<file path="src/design/nmea_gsv_pkg.sv">
// Shared types, character codes and constants of the NMEA GSV satellite SNR parser.
package nmea_gsv_pkg;

  localparam logic KindEntry   = 1'b0;
  localparam logic KindSummary = 1'b1;

  localparam logic [7:0] MaxEntriesReset = 8'd32;

  // Register decode: bit 2 of the byte address selects the register slot.
  localparam logic AddrMaxEntries = 1'b0;

  localparam int ResultDepth = 4;
  localparam int TagLen      = 6;

  localparam logic [7:0] CharDollar = 8'h24;
  localparam logic [7:0] CharStar   = 8'h2A;
  localparam logic [7:0] CharComma  = 8'h2C;
  localparam logic [7:0] CharZero   = 8'h30;
  localparam logic [7:0] CharNine   = 8'h39;

  typedef struct packed {
    logic        kind;
    logic [7:0]  sat_id;
    logic [7:0]  sat_snr;
    logic [63:0] time_ms;
    logic [7:0]  entry_count;
    logic        last_of_run;
  } result_t;

  // Characters of the "$GPGSV" tag, by match position.
  function automatic logic [7:0] tag_char(input logic [2:0] pos);
    logic [7:0] ch;
    case (pos)
      3'd0:    ch = 8'h24;
      3'd1:    ch = 8'h47;
      3'd2:    ch = 8'h50;
      3'd3:    ch = 8'h47;
      3'd4:    ch = 8'h53;
      3'd5:    ch = 8'h56;
      default: ch = 8'h00;
    endcase
    return ch;
  endfunction

endpackage

</file>
<file path="src/design/nmea_gsv_satellite_snr_parser.sv">
// Top level of the NMEA GSV satellite SNR parser: sentence state machine and result queue.
//
// The block takes one character beat per clock cycle unless it stalls: all parsing
// (timestamp times-ten accumulation, tag match, comma skipping, field accumulation)
// is done by short logic in front of the sentence state registers. Results leave
// through a four-entry queue at one beat per cycle while out_stall is low; the
// character that ends a sentence can push two results (a trailing satellite entry
// and the summary), and the queue absorbs the extra beat, so the input stalls
// whenever fewer than two queue slots are free. There is no clearing pass after reset.
module nmea_gsv_satellite_snr_parser (
  input  logic        clk,
  input  logic        rst_n,
  // Character input channel.
  input  logic        in_valid,
  output logic        in_stall,
  input  logic [7:0]  in_char_in,
  input  logic        in_end_of_sentence,
  // Result channel.
  output logic        out_valid,
  input  logic        out_stall,
  output logic        out_kind,
  output logic [7:0]  out_sat_id,
  output logic [7:0]  out_sat_snr,
  output logic [63:0] out_time_ms,
  output logic [7:0]  out_entry_count,
  output logic        out_last_of_run,
  // Configuration port.
  input  logic        psel,
  input  logic        penable,
  input  logic        pwrite,
  input  logic [2:0]  paddr,
  input  logic [31:0] pwdata,
  output logic [31:0] prdata,
  output logic        pready
);

  localparam int Depth  = nmea_gsv_pkg::ResultDepth;
  localparam int PtrW   = $clog2(Depth);
  localparam int CountW = $clog2(Depth + 1);

  typedef enum logic [3:0] {
    PH_TS,
    PH_TAG,
    PH_SKIP3,
    PH_COUNT,
    PH_ID,
    PH_SKIP2,
    PH_SNR0,
    PH_SNRMORE,
    PH_IDLE
  } phase_t;

  // Sentence state.
  phase_t      phase_r, phase_nxt, phase_eff;
  logic [63:0] time_acc_r, time_acc_nxt;
  logic [2:0]  tag_pos_r, tag_pos_nxt;
  logic [1:0]  comma_left_r, comma_left_nxt, comma_dec;
  logic [7:0]  value_acc_r, value_acc_nxt;
  logic [7:0]  held_id_r, held_id_nxt;
  logic [7:0]  emitted_r, emitted_nxt;
  logic [7:0]  max_entries_r;

  // Result queue.
  nmea_gsv_pkg::result_t queue_r [Depth];
  logic [PtrW-1:0]   wr_ptr_r, rd_ptr_r;
  logic [CountW-1:0] count_r;

  logic       in_acc, out_acc;
  logic       is_digit;
  logic [3:0] digit;
  logic [7:0] acc_ten;
  logic       emit_try, entry_ok;
  logic [7:0] emit_snr;
  logic [7:0] count_after;
  logic       push_entry, push_summary;
  logic [1:0] push_n;
  nmea_gsv_pkg::result_t entry_res, summary_res;

  assign in_acc  = in_valid && !in_stall;
  assign out_acc = out_valid && !out_stall;

  // Keep room for the two results a sentence end can produce.
  assign in_stall  = count_r > CountW'(Depth - 2);
  assign out_valid = count_r != '0;

  assign is_digit = (in_char_in >= nmea_gsv_pkg::CharZero) &&
                    (in_char_in <= nmea_gsv_pkg::CharNine);
  assign digit    = is_digit ? 4'(in_char_in - nmea_gsv_pkg::CharZero) : 4'd0;
  assign acc_ten  = {value_acc_r[4:0], 3'b000} + {value_acc_r[6:0], 1'b0} + {4'd0, digit};
  assign comma_dec = comma_left_r - 2'd1;

  // A non-digit that closes the timestamp is handled as the first tag-search character.
  assign phase_eff = (phase_r == PH_TS && !is_digit) ? PH_TAG : phase_r;

  always_comb begin
    phase_nxt      = phase_eff;
    time_acc_nxt   = time_acc_r;
    tag_pos_nxt    = tag_pos_r;
    comma_left_nxt = comma_left_r;
    value_acc_nxt  = value_acc_r;
    held_id_nxt    = held_id_r;
    emit_try       = 1'b0;
    emit_snr       = value_acc_r;
    case (phase_eff)
      PH_TS: begin
        time_acc_nxt = {time_acc_r[60:0], 3'b000} + {time_acc_r[62:0], 1'b0} +
                       {60'd0, digit};
      end
      PH_TAG: begin
        if (tag_pos_r < 3'(nmea_gsv_pkg::TagLen) &&
            in_char_in == nmea_gsv_pkg::tag_char(tag_pos_r)) begin
          tag_pos_nxt = tag_pos_r + 3'd1;
          if (tag_pos_r == 3'(nmea_gsv_pkg::TagLen - 1)) begin
            phase_nxt      = PH_SKIP3;
            comma_left_nxt = 2'd3;
          end
        end else begin
          tag_pos_nxt = (in_char_in == nmea_gsv_pkg::CharDollar) ? 3'd1 : 3'd0;
        end
      end
      PH_SKIP3, PH_SKIP2: begin
        if (in_char_in == nmea_gsv_pkg::CharStar) begin
          phase_nxt = PH_IDLE;
        end else if (in_char_in == nmea_gsv_pkg::CharComma) begin
          comma_left_nxt = comma_dec;
          if (comma_dec == 2'd0) begin
            phase_nxt     = (phase_eff == PH_SKIP3) ? PH_COUNT : PH_SNR0;
            value_acc_nxt = 8'd0;
          end
        end
      end
      PH_COUNT: begin
        if (is_digit) begin
          value_acc_nxt = acc_ten;
        end else begin
          phase_nxt     = (value_acc_r != 8'd0) ? PH_ID : PH_IDLE;
          value_acc_nxt = 8'd0;
        end
      end
      PH_ID: begin
        if (is_digit) begin
          value_acc_nxt = acc_ten;
        end else begin
          held_id_nxt    = value_acc_r;
          value_acc_nxt  = 8'd0;
          comma_left_nxt = 2'd2;
          phase_nxt      = PH_SKIP2;
        end
      end
      PH_SNR0, PH_SNRMORE: begin
        if (is_digit) begin
          value_acc_nxt = (phase_eff == PH_SNR0) ? {4'd0, digit} : acc_ten;
          phase_nxt     = PH_SNRMORE;
        end else begin
          // An empty SNR field reports zero.
          emit_try      = 1'b1;
          emit_snr      = (phase_eff == PH_SNR0) ? 8'd0 : value_acc_r;
          value_acc_nxt = 8'd0;
          phase_nxt     = PH_ID;
        end
      end
      default: begin
      end
    endcase
    // A sentence that ends after at least one SNR digit still reports its entry.
    if (in_end_of_sentence && phase_nxt == PH_SNRMORE) begin
      emit_try = 1'b1;
      emit_snr = value_acc_nxt;
    end
  end

  assign entry_ok    = emit_try && (held_id_r != 8'd0) && (emitted_r < max_entries_r);
  assign count_after = emitted_r + {7'd0, entry_ok};
  assign emitted_nxt = count_after;

  always_comb begin
    entry_res             = '0;
    entry_res.kind        = nmea_gsv_pkg::KindEntry;
    entry_res.sat_id      = held_id_r;
    entry_res.sat_snr     = emit_snr;
    entry_res.last_of_run = !in_end_of_sentence;
    summary_res             = '0;
    summary_res.kind        = nmea_gsv_pkg::KindSummary;
    summary_res.time_ms     = time_acc_nxt;
    summary_res.entry_count = count_after;
    summary_res.last_of_run = 1'b1;
  end

  assign push_entry   = in_acc && entry_ok;
  assign push_summary = in_acc && in_end_of_sentence;
  assign push_n       = {1'b0, push_entry} + {1'b0, push_summary};

  always_ff @(posedge clk) begin
    if (!rst_n) begin
      phase_r      <= PH_TS;
      time_acc_r   <= '0;
      tag_pos_r    <= '0;
      comma_left_r <= '0;
      value_acc_r  <= '0;
      held_id_r    <= '0;
      emitted_r    <= '0;
    end else if (in_acc) begin
      if (in_end_of_sentence) begin
        phase_r      <= PH_TS;
        time_acc_r   <= '0;
        tag_pos_r    <= '0;
        comma_left_r <= '0;
        value_acc_r  <= '0;
        held_id_r    <= '0;
        emitted_r    <= '0;
      end else begin
        phase_r      <= phase_nxt;
        time_acc_r   <= time_acc_nxt;
        tag_pos_r    <= tag_pos_nxt;
        comma_left_r <= comma_left_nxt;
        value_acc_r  <= value_acc_nxt;
        held_id_r    <= held_id_nxt;
        emitted_r    <= emitted_nxt;
      end
    end
  end

  // Queue pointers and fill level.
  always_ff @(posedge clk) begin
    if (!rst_n) begin
      wr_ptr_r <= '0;
      rd_ptr_r <= '0;
      count_r  <= '0;
    end else begin
      wr_ptr_r <= wr_ptr_r + PtrW'(push_n);
      if (out_acc) begin
        rd_ptr_r <= rd_ptr_r + PtrW'(1);
      end
      count_r <= count_r + CountW'(push_n) - CountW'(out_acc);
    end
  end

  // Queue storage; the summary lands behind the entry when both are pushed.
  always_ff @(posedge clk) begin
    if (push_entry) begin
      queue_r[wr_ptr_r] <= entry_res;
    end
    if (push_summary) begin
      queue_r[wr_ptr_r + PtrW'(push_entry)] <= summary_res;
    end
  end

  assign out_kind        = queue_r[rd_ptr_r].kind;
  assign out_sat_id      = queue_r[rd_ptr_r].sat_id;
  assign out_sat_snr     = queue_r[rd_ptr_r].sat_snr;
  assign out_time_ms     = queue_r[rd_ptr_r].time_ms;
  assign out_entry_count = queue_r[rd_ptr_r].entry_count;
  assign out_last_of_run = queue_r[rd_ptr_r].last_of_run;

  // Configuration register.
  always_ff @(posedge clk) begin
    if (!rst_n) begin
      max_entries_r <= nmea_gsv_pkg::MaxEntriesReset;
    end else if (psel && penable && pwrite && pready &&
                 paddr[2] == nmea_gsv_pkg::AddrMaxEntries) begin
      max_entries_r <= pwdata[7:0];
    end
  end

  assign pready = 1'b1;
  assign prdata = (paddr[2] == nmea_gsv_pkg::AddrMaxEntries) ? {24'd0, max_entries_r} : 32'd0;

endmodule

</file>
<file path="config.mk">
export PLATFORM = sky130hd
export DESIGN_NAME = nmea_gsv_satellite_snr_parser
export DESIGN_NICKNAME = d
export VERILOG_FILES = /design/src/design/nmea_gsv_pkg.sv /design/src/design/nmea_gsv_satellite_snr_parser.sv
export SDC_FILE = /design/constraint.sdc
export NUM_CORES = 1
export LEC_CHECK = 0
export BUFFER_PORTS_ARGS = -buffer_cell sky130_fd_sc_hd__buf_4
export CAP_MARGIN = 20
export CORE_ASPECT_RATIO = 0.6
export CORE_UTILIZATION = 45
export CTS_CLUSTER_DIAMETER = 30
export DETAILED_ROUTE_END_ITERATION = 8
export GPL_TIMING_DRIVEN = 0
export HOLD_SLACK_MARGIN = 0.02
export PLACE_DENSITY = 0.64
export SLEW_MARGIN = 20
export SYNTH_ARGS = -nofsm -noshare
export SYNTH_HDL_FRONTEND = slang
export SYNTH_SLANG_ARGS = --single-unit
</file>
<file path="constraint.sdc">
create_clock -name clk -period 10.6 [get_ports clk]
set_input_delay 0.53 -clock clk [delete_from_list [all_inputs] [get_ports clk]]
set_output_delay 0.53 -clock clk [all_outputs]
set_load 0.1 [all_outputs]
</file>
==> results of run 1 <==
-- final cells by class --
| type | instances | area (µm²) |
|---|---|---|
| plain buffers | 182 | 822 |
| repair buffers | 130 | 1070 |
| well taps | 781 | 977 |
| multi-input cells | 1909 | 13700 |
| clock buffers | 105 | 2230 |
| clock inverters | 44 | 520 |
| inverters | 51 | 191 |
| fillers | 5241 | 27300 |
| flip-flops and latches | 474 | 12400 |
-- tightest hold or removal path, delay by kind of cell --
kind,cells,cell delay (ns)
compound gates,1,0.07
buf+inv,1,0.08
simple gates,1,0.04
-- power by group through the flow --
stage	sequential, mW	clock, mW	combinational [mW]
finish	2.03	2.65	1.64
global route	2.03	2.76	1.70
CTS	2.03	2.68	1.65
detailed placement	2.07	0	1.64
global placement	2.07	0	1.63
floorplan	2.06	0	1.27
-- sequential cells by signal, indices dropped and copies added, names as in the netlist, 3 cells and up, named ones only --
name           cells
count_r            3
emitted_r          8
held_id_r          8
max_entries_r      8
phase_r            4
queue_r          360
tag_pos_r          3
time_acc_r        64
value_acc_r        8
-- logic make-up (layout without fill, tap and decap cells) --
kind of cell             count (synthesis)  count (layout)
buffers and inverters                  233             512
adder cells (fa/ha/maj)                158             158
flip-flops                             474             474
AO/OA/AOI/OAI                          518             518
XOR/XNOR                                61              61
other                                    2              25
AND/OR/NAND/NOR                        951             951
multiplexers                           196             196
-- layer usage --
metal / wire length, µm / share of wire / track usage
met4: 1640 / 0.019 / 0.0693
met1: 41600 / 0.47 / 0.440
met2: 35600 / 0.40 / 0.401
met5: 0 / 0 / 0
met3: 9230 / 0.10 / 0.0701
-- per-stage QoR --
| step | area [µm²] | power [mW] | hold WS [ns] |
|---|---|---|---|
| 2_1_floorplan | 27100 | 3.33 | 0.418 |
| 3_3_place_gp | 29000 | 3.70 | 0.427 |
| 3_5_place_dp | 29100 | 3.71 | 0.439 |
| 4_1_cts | 31900 | 6.36 | 0.0999 |
| 5_1_grt | 31900 | 6.50 | 0.126 |
| 6_report | 31900 | 6.32 | 0.129 |
-- worst max path at each step --
| stage | start | endpoint | slack [ns] | cells past startpoint |
|---|---|---|---|---|
| 2_1_floorplan | tag_pos_r[0]$_SDFFE_PN0P_ | queue_r[1][10]$_DFFE_PP_ | 4.63 | 18 |
| 3_3_place_gp | in_char_in[3] | queue_r[1][29]$_DFFE_PP_ | 1.19 | 16 |
| 3_5_place_dp | in_char_in[3] | queue_r[0][24]$_DFFE_PP_ | 3.68 | 17 |
| 4_1_cts | tag_pos_r[0]$_SDFFE_PN0P_ | queue_r[0][21]$_DFFE_PP_ | 3.68 | 18 |
| 5_1_grt | tag_pos_r[0]$_SDFFE_PN0P_ | queue_r[3][34]$_DFFE_PP_ | 3.38 | 19 |
| 6_report | tag_pos_r[0]$_SDFFE_PN0P_ | queue_r[3][34]$_DFFE_PP_ | 3.67 | 19 |
-- layout by cell type (no fill, tap or decap), types with 66 or more instances in the layout --
master	n
edfxtp_1	288
mux4_2	90
and2_1	66
ha_1	153
mux2i_1	103
dfxtp_1	186
nor2_1	383
o21ai_0	106
clkbuf_16	83
buf_4	155
nand2_1	206
a21oi_1	123
clkbuf_1	139
==> results.json, run 1 <==
{
  "num_vias": 22219,
  "tritoncts": "done",
  "wl_per_cell_um": 24.0,
  "layout.cells.non_filler": 3676,
  "ant_nets": 0,
  "row_count": 69,
  "power_frac_clock": 0.419,
  "post_cts_resized": 0,
  "vdd_drop_max_mv": 0.162,
  "dp.cells": 3526,
  "startpoint_type": "flip-flop",
  "initial_core_util": 0.456,
  "fp.dieW_um": 318,
  "p_per_area_nw_per_um2": 198,
  "intPower_mw": 4.09,
  "final_net_count": 3037,
  "worstPathCellList": "inv_1 -> ha_1 -> buf_2 -> a2111oi_0 -> o211ai_1 -> or4_4 -> o31a_1 -> nor4_1 -> buf_2 -> nor2b_1 -> nor4_1 -> ha_1 -> xor2_1 -> nand3_1 -> clkbuf_1 -> buf_6 -> clkbuf_1 -> nand2_4 -> buf_16",
  "num_io_pins": 176,
  "hold_path_end": "max_entries_r[5]$_SDFFE_PN1P_",
  "worstHoldPathType": "primary input to flip-flop",
  "grtUsageTotal": 0.288,
  "slowest_delay_ns": 0.58,
  "synthMuxAreaShare": 0.115,
  "path_buf_inv": 7,
  "first_global_vias": 21320,
  "drv_cap": 0,
  "worst_pin_slew_ns": 1.17,
  "grt_max_degree": 40,
  "drtPass1Iterations": 5,
  "fin_util": 0.539,
  "drtIter0Drc": 2505,
  "synth_flop_cell": "edfxtp_1",
  "cts_setup_buffers": 0,
  "drive_gt1_frac": 0.149,
  "p_comb_frac": 0.260,
  "worstReg2RegEnd": "queue_r[3][34]$_DFFE_PP_",
  "yosysUniqueCellTypes": 87,
  "cpMaxStageDelayCell": "nand2_4",
  "synth_edf_count": 288,
  "synth_compound_area_frac": 0.131,
  "crit_type": "flip-flop to flip-flop",
  "grt_pass1_wl_um": 132000,
  "syn_avg_cell_area_um2": 10.4,
  "reg2regPathDepth": 19,
  "clk_latency_ns": 0.64,
  "timing.rr.start": "tag_pos_r[0]$_SDFFE_PN0P_",
  "avgViaCountPerCell": 6.04,
  "core_area_um2": 59200,
  "clockRootBuffer": "clkbuf_16",
  "gp_congestion": 0.983,
  "critPathCaptureType": "flip-flop",
  "worst_slack_ns": 3.67,
  "holdPathStages": 3,
  "areaGrowthSynthToFinish_pct": 18.3,
  "finalSetupTns_ns": 0,
  "setup_viol": 0,
  "synth_top_family_by_area": "simple AND/OR/NAND/NOR gates",
  "hold_violations": 0,
  "ys_async_sr_fraction": 0,
  "drc": 0,
  "die-area_um2": 61000,
  "synth_xor_xnor_area_share": 0.0198,
  "outcome": "finished, final reports clean",
  "fmax_ghz": 0.144,
  "leakagePower_nw": 12.3,
  "yosysWarnings": 0,
  "synth-seq-cells": 474,
  "hold_buffers": 0,
  "swShare": 0.353,
  "critPathArrivalTime_ns": 7.27,
  "preCtsSetupSlack_ns": 3.68,
  "fp.dieH_um": 192,
  "syn_area_um2": 27000,
  "yosys.area_share.simple": 0.164,
  "cts.clk_slew.worst_paths_ns": 0.05,
  "n_antenna_cell": 0,
  "clock-sinks": 474,
  "syn_inst": 2593,
  "slew_viol_final": 0,
  "ff2ff_setup_slack_ns": 3.67,
  "finalClockSkew_ns": 0.0223,
  "path_delay_family": "buffers and inverters",
  "synth_area_leader_cell": "edfxtp_1",
  "antenna_found_initial": 2,
  "fin_crit_sh": 0.654,
  "finalCriticalPeriod_ns": 6.93,
  "numCtsBuffers": 80,
  "netlist_top_cells_count": "384 x nor2_1, 288 x edfxtp_1, 210 x nand2_1, 186 x dfxtp_1, 153 x ha_1",
  "min_from": "pwdata[5]",
  "htreeDepth": 3,
  "seq_area_frac_synth": 0.458,
  "seq_power_share": 0.321,
  "netlist.area_leader.share": 0.320,
  "cp.required_ns": 10.94,
  "synth_adder_area_share": 0.0746,
  "rsz0062_at_grt": "no",
  "synthTopCellsByArea": "edfxtp_1 32%, dfxtp_1 14%, mux4_2 7.5%",
  "synth_most_common_cell": "nor2_1",
  "wirelength_um": 88100,
  "ctsLongestPathBuffers": 3,
  "grt_overflow": 0,
  "post-dp-hpwl_um": 64200,
  "slew_headroom": 0.211,
  "switching_power_mw": 2.23,
  "cp_max_fo": 39,
  "portBuffers": 122
}
(Power assumes the default switching activity.)
==> run 2, diff against run 1 <==
- PLACE_DENSITY: 0.64 -> 0.67
- clock period: 10.6 -> 5.76 ns (I/O delays scaled with it)
==> run 2 against run 1 <==
Effect of this change: combinational power increased by 88%; global-route usage increased by 1.1 points; fmax increased by 24%; die area did not move; cell area grew 2.0%; non-clock buffer count is 3 higher; worst setup slack got worse by 3.5 ns; clock-buffer cell count fell by 4; hold slack improved by 0.028 ns; sequential share of layout area is 0.75 points lower; critical path depth shrank 1; critical path type unchanged; critical endpoint is now queue_r[3][69]$_DFFE_PP_; largest power group unchanged.
==> results.json, run 2 (synthesis results as in run 1) <==
{
  "outcome": "finished, final reports clean",
  "hold_violations": 0,
  "post-dp-hpwl_um": 63300,
  "core_area_um2": 59200,
  "seq_power_share": 0.307,
  "layout.cells.most_common": "nor2_1",
  "fmax_ghz": 0.179,
  "switching_power_mw": 4.35,
  "ctsLongestPathBuffers": 3,
  "top_register": "queue_r",
  "areaGrowthSynthToFinish_pct": 20.6,
  "cp_max_fo": 9,
  "grt_pass1_wl_um": 135000,
  "dp.cells": 3521,
  "final_cell_area_um2": 32500,
  "p_per_area_nw_per_um2": 374,
  "intPower_mw": 7.84,
  "layout.cells.non_filler": 3702,
  "slowest_delay_ns": 0.60,
  "initial_core_util": 0.456,
  "clk_latency_ns": 0.67,
  "slew_viol_final": 0,
  "tritoncts": "done",
  "rsz0062_at_grt": "yes",
  "grt_max_degree": 43,
  "swShare": 0.357,
  "critPathArrivalTime_ns": 6.06,
  "mostFrequentLayoutCells": "382 x nor2_1, 288 x edfxtp_1, 206 x nand2_1, 186 x dfxtp_1, 159 x buf_4",
  "drive_gt1_frac": 0.162,
  "worst_slack_ns": 0.188,
  "clock-sinks": 474,
  "crit_type": "flip-flop to flip-flop",
  "vdd_drop_max_mv": 0.329,
  "preCtsSetupSlack_ns": -0.799,
  "ant_nets": 0,
  "setup_viol": 0,
  "fin_util": 0.550,
  "wl_per_cell_um": 24.9,
  "drv_cap": 0,
  "reg2regPathDepth": 18,
  "cp.required_ns": 6.25,
  "row_count": 69,
  "cpMaxStageDelayCell": "nor2_1",
  "drtIter0Drc": 2662,
  "final_net_count": 3054,
  "htreeDepth": 3,
  "holdPathStages": 4,
  "fp.dieW_um": 318,
  "p_comb_frac": 0.254,
  "place_area_um2": 29100,
  "fillers": 5167,
  "worstPathCellList": "inv_1 -> ha_1 -> buf_2 -> xor2_1 -> a2111oi_1 -> o211ai_1 -> or4_4 -> o31a_1 -> nor4_1 -> buf_4 -> nor2b_1 -> nor4_2 -> ha_1 -> nand3_1 -> nor2_1 -> nand2_1 -> or2_2 -> o211ai_1",
  "fp.dieH_um": 192,
  "largest_reg_flops": 360,
  "drtPass1Iterations": 6,
  "drc": 0,
  "avgViaCountPerCell": 6.07,
  "fin_crit_sh": 0.967,
  "num_vias": 22465,
  "clockRootBuffer": "clkbuf_16",
  "antenna_found_initial": 5,
  "power_frac_clock": 0.440,
  "first_global_vias": 21645,
  "die-area_um2": 61000,
  "worst_pin_slew_ns": 1.24,
  "largestRegisters": "queue_r x360, time_acc_r x64",
  "grtUsageTotal": 0.299,
  "slew_headroom": 0.174,
  "wirelength_um": 92100,
  "portBuffers": 122,
  "grt_overflow": 0,
  "leakagePower_nw": 12.5,
  "critPathCaptureType": "flip-flop",
  "numCtsBuffers": 86,
  "finalClockSkew_ns": 0.0359,
  "cts.clk_slew.worst_paths_ns": 0.05,
  "worstHoldPathType": "primary input to flip-flop",
  "finalCriticalPeriod_ns": 5.57,
  "num_io_pins": 176,
  "gp_congestion": 0.987,
  "startpoint_type": "flip-flop"
}
run 2: worst paths after layout:
kind | startpoint | endpoint | slack [ns]
setup / recovery | tag_pos_r[1]$_SDFFE_PN0P_ | queue_r[3][69]$_DFFE_PP_ | 0.19
hold / removal | out_stall | rd_ptr_r[0]$_SDFFE_PN0P_ | 0.16
setup reg to reg | tag_pos_r[1]$_SDFFE_PN0P_ | queue_r[3][69]$_DFFE_PP_ | 0.19
hold reg to reg | queue_r[3][89]$_SDFFE_PN1P_ | queue_r[3][89]$_SDFFE_PN1P_ | 0.45
run 2: worst max-delay path: cells and delay by family (launching register included):
kind / cells / cell delay [ns]
AND/OR/NAND/NOR: 8 / 2.69
AO/OA/AOI/OAI: 4 / 1.03
buffers and inverters: 3 / 0.54
adder cells (fa/ha/maj): 2 / 0.54
flip-flops: 1 / 0.44
XOR/XNOR: 1 / 0.15
run 2: cell type report:
cell class	instances	area (µm²)	area share
multi-input combinational	1917	14000	0.429
sequential	474	12400	0.380
clock buffer	101	2290	0.0704
timing repair buffer	135	1080	0.0332
tap	781	977	0.0300
buffer	180	863	0.0265
clock inverter	60	808	0.0248
inverter	51	191	0.00588
antenna	3	7.51	0.000231
run 2: per-stage QoR:
stage	setup TNS (ns)	hold slack (ns)	power, mW
after CTS	0	0.124	12.2
after global placement	-773.66	0.427	6.81
final	0	0.157	12.2
after global routing	-0.0787	0.141	12.5
after detailed placement	-201.52	0.433	6.84
after floorplan	0	0.418	6.13
run 2: what timing repair did:
item / in CTS / in global routing
hold buffers: 9 / 0
resized for setup: 21 / 22
setup buffers: 0 / 1
endpoints found under the setup margin: 330 / 270
pin swaps: 6 / 3
endpoints found under the hold margin: 9 / 0
cloned: 6 / 2
run 2: routing by layer:
layer / global-route usage / share of wire
met2: 0.408 / 0.40
met4: 0.100 / 0.024
met1: 0.442 / 0.45
met3: 0.0931 / 0.12
met5: 0 / 0.00025
run 2: power by group through the flow:
stage          Combinational, mW  Sequential [mW]  Clock, mW
6_report                    3.09             3.74       5.36
5_1_grt                     3.18             3.74       5.57
4_1_cts                     3.06             3.74       5.41
3_5_place_dp                3.03             3.80          0
3_3_place_gp                3.01             3.80          0
2_1_floorplan               2.34             3.79          0
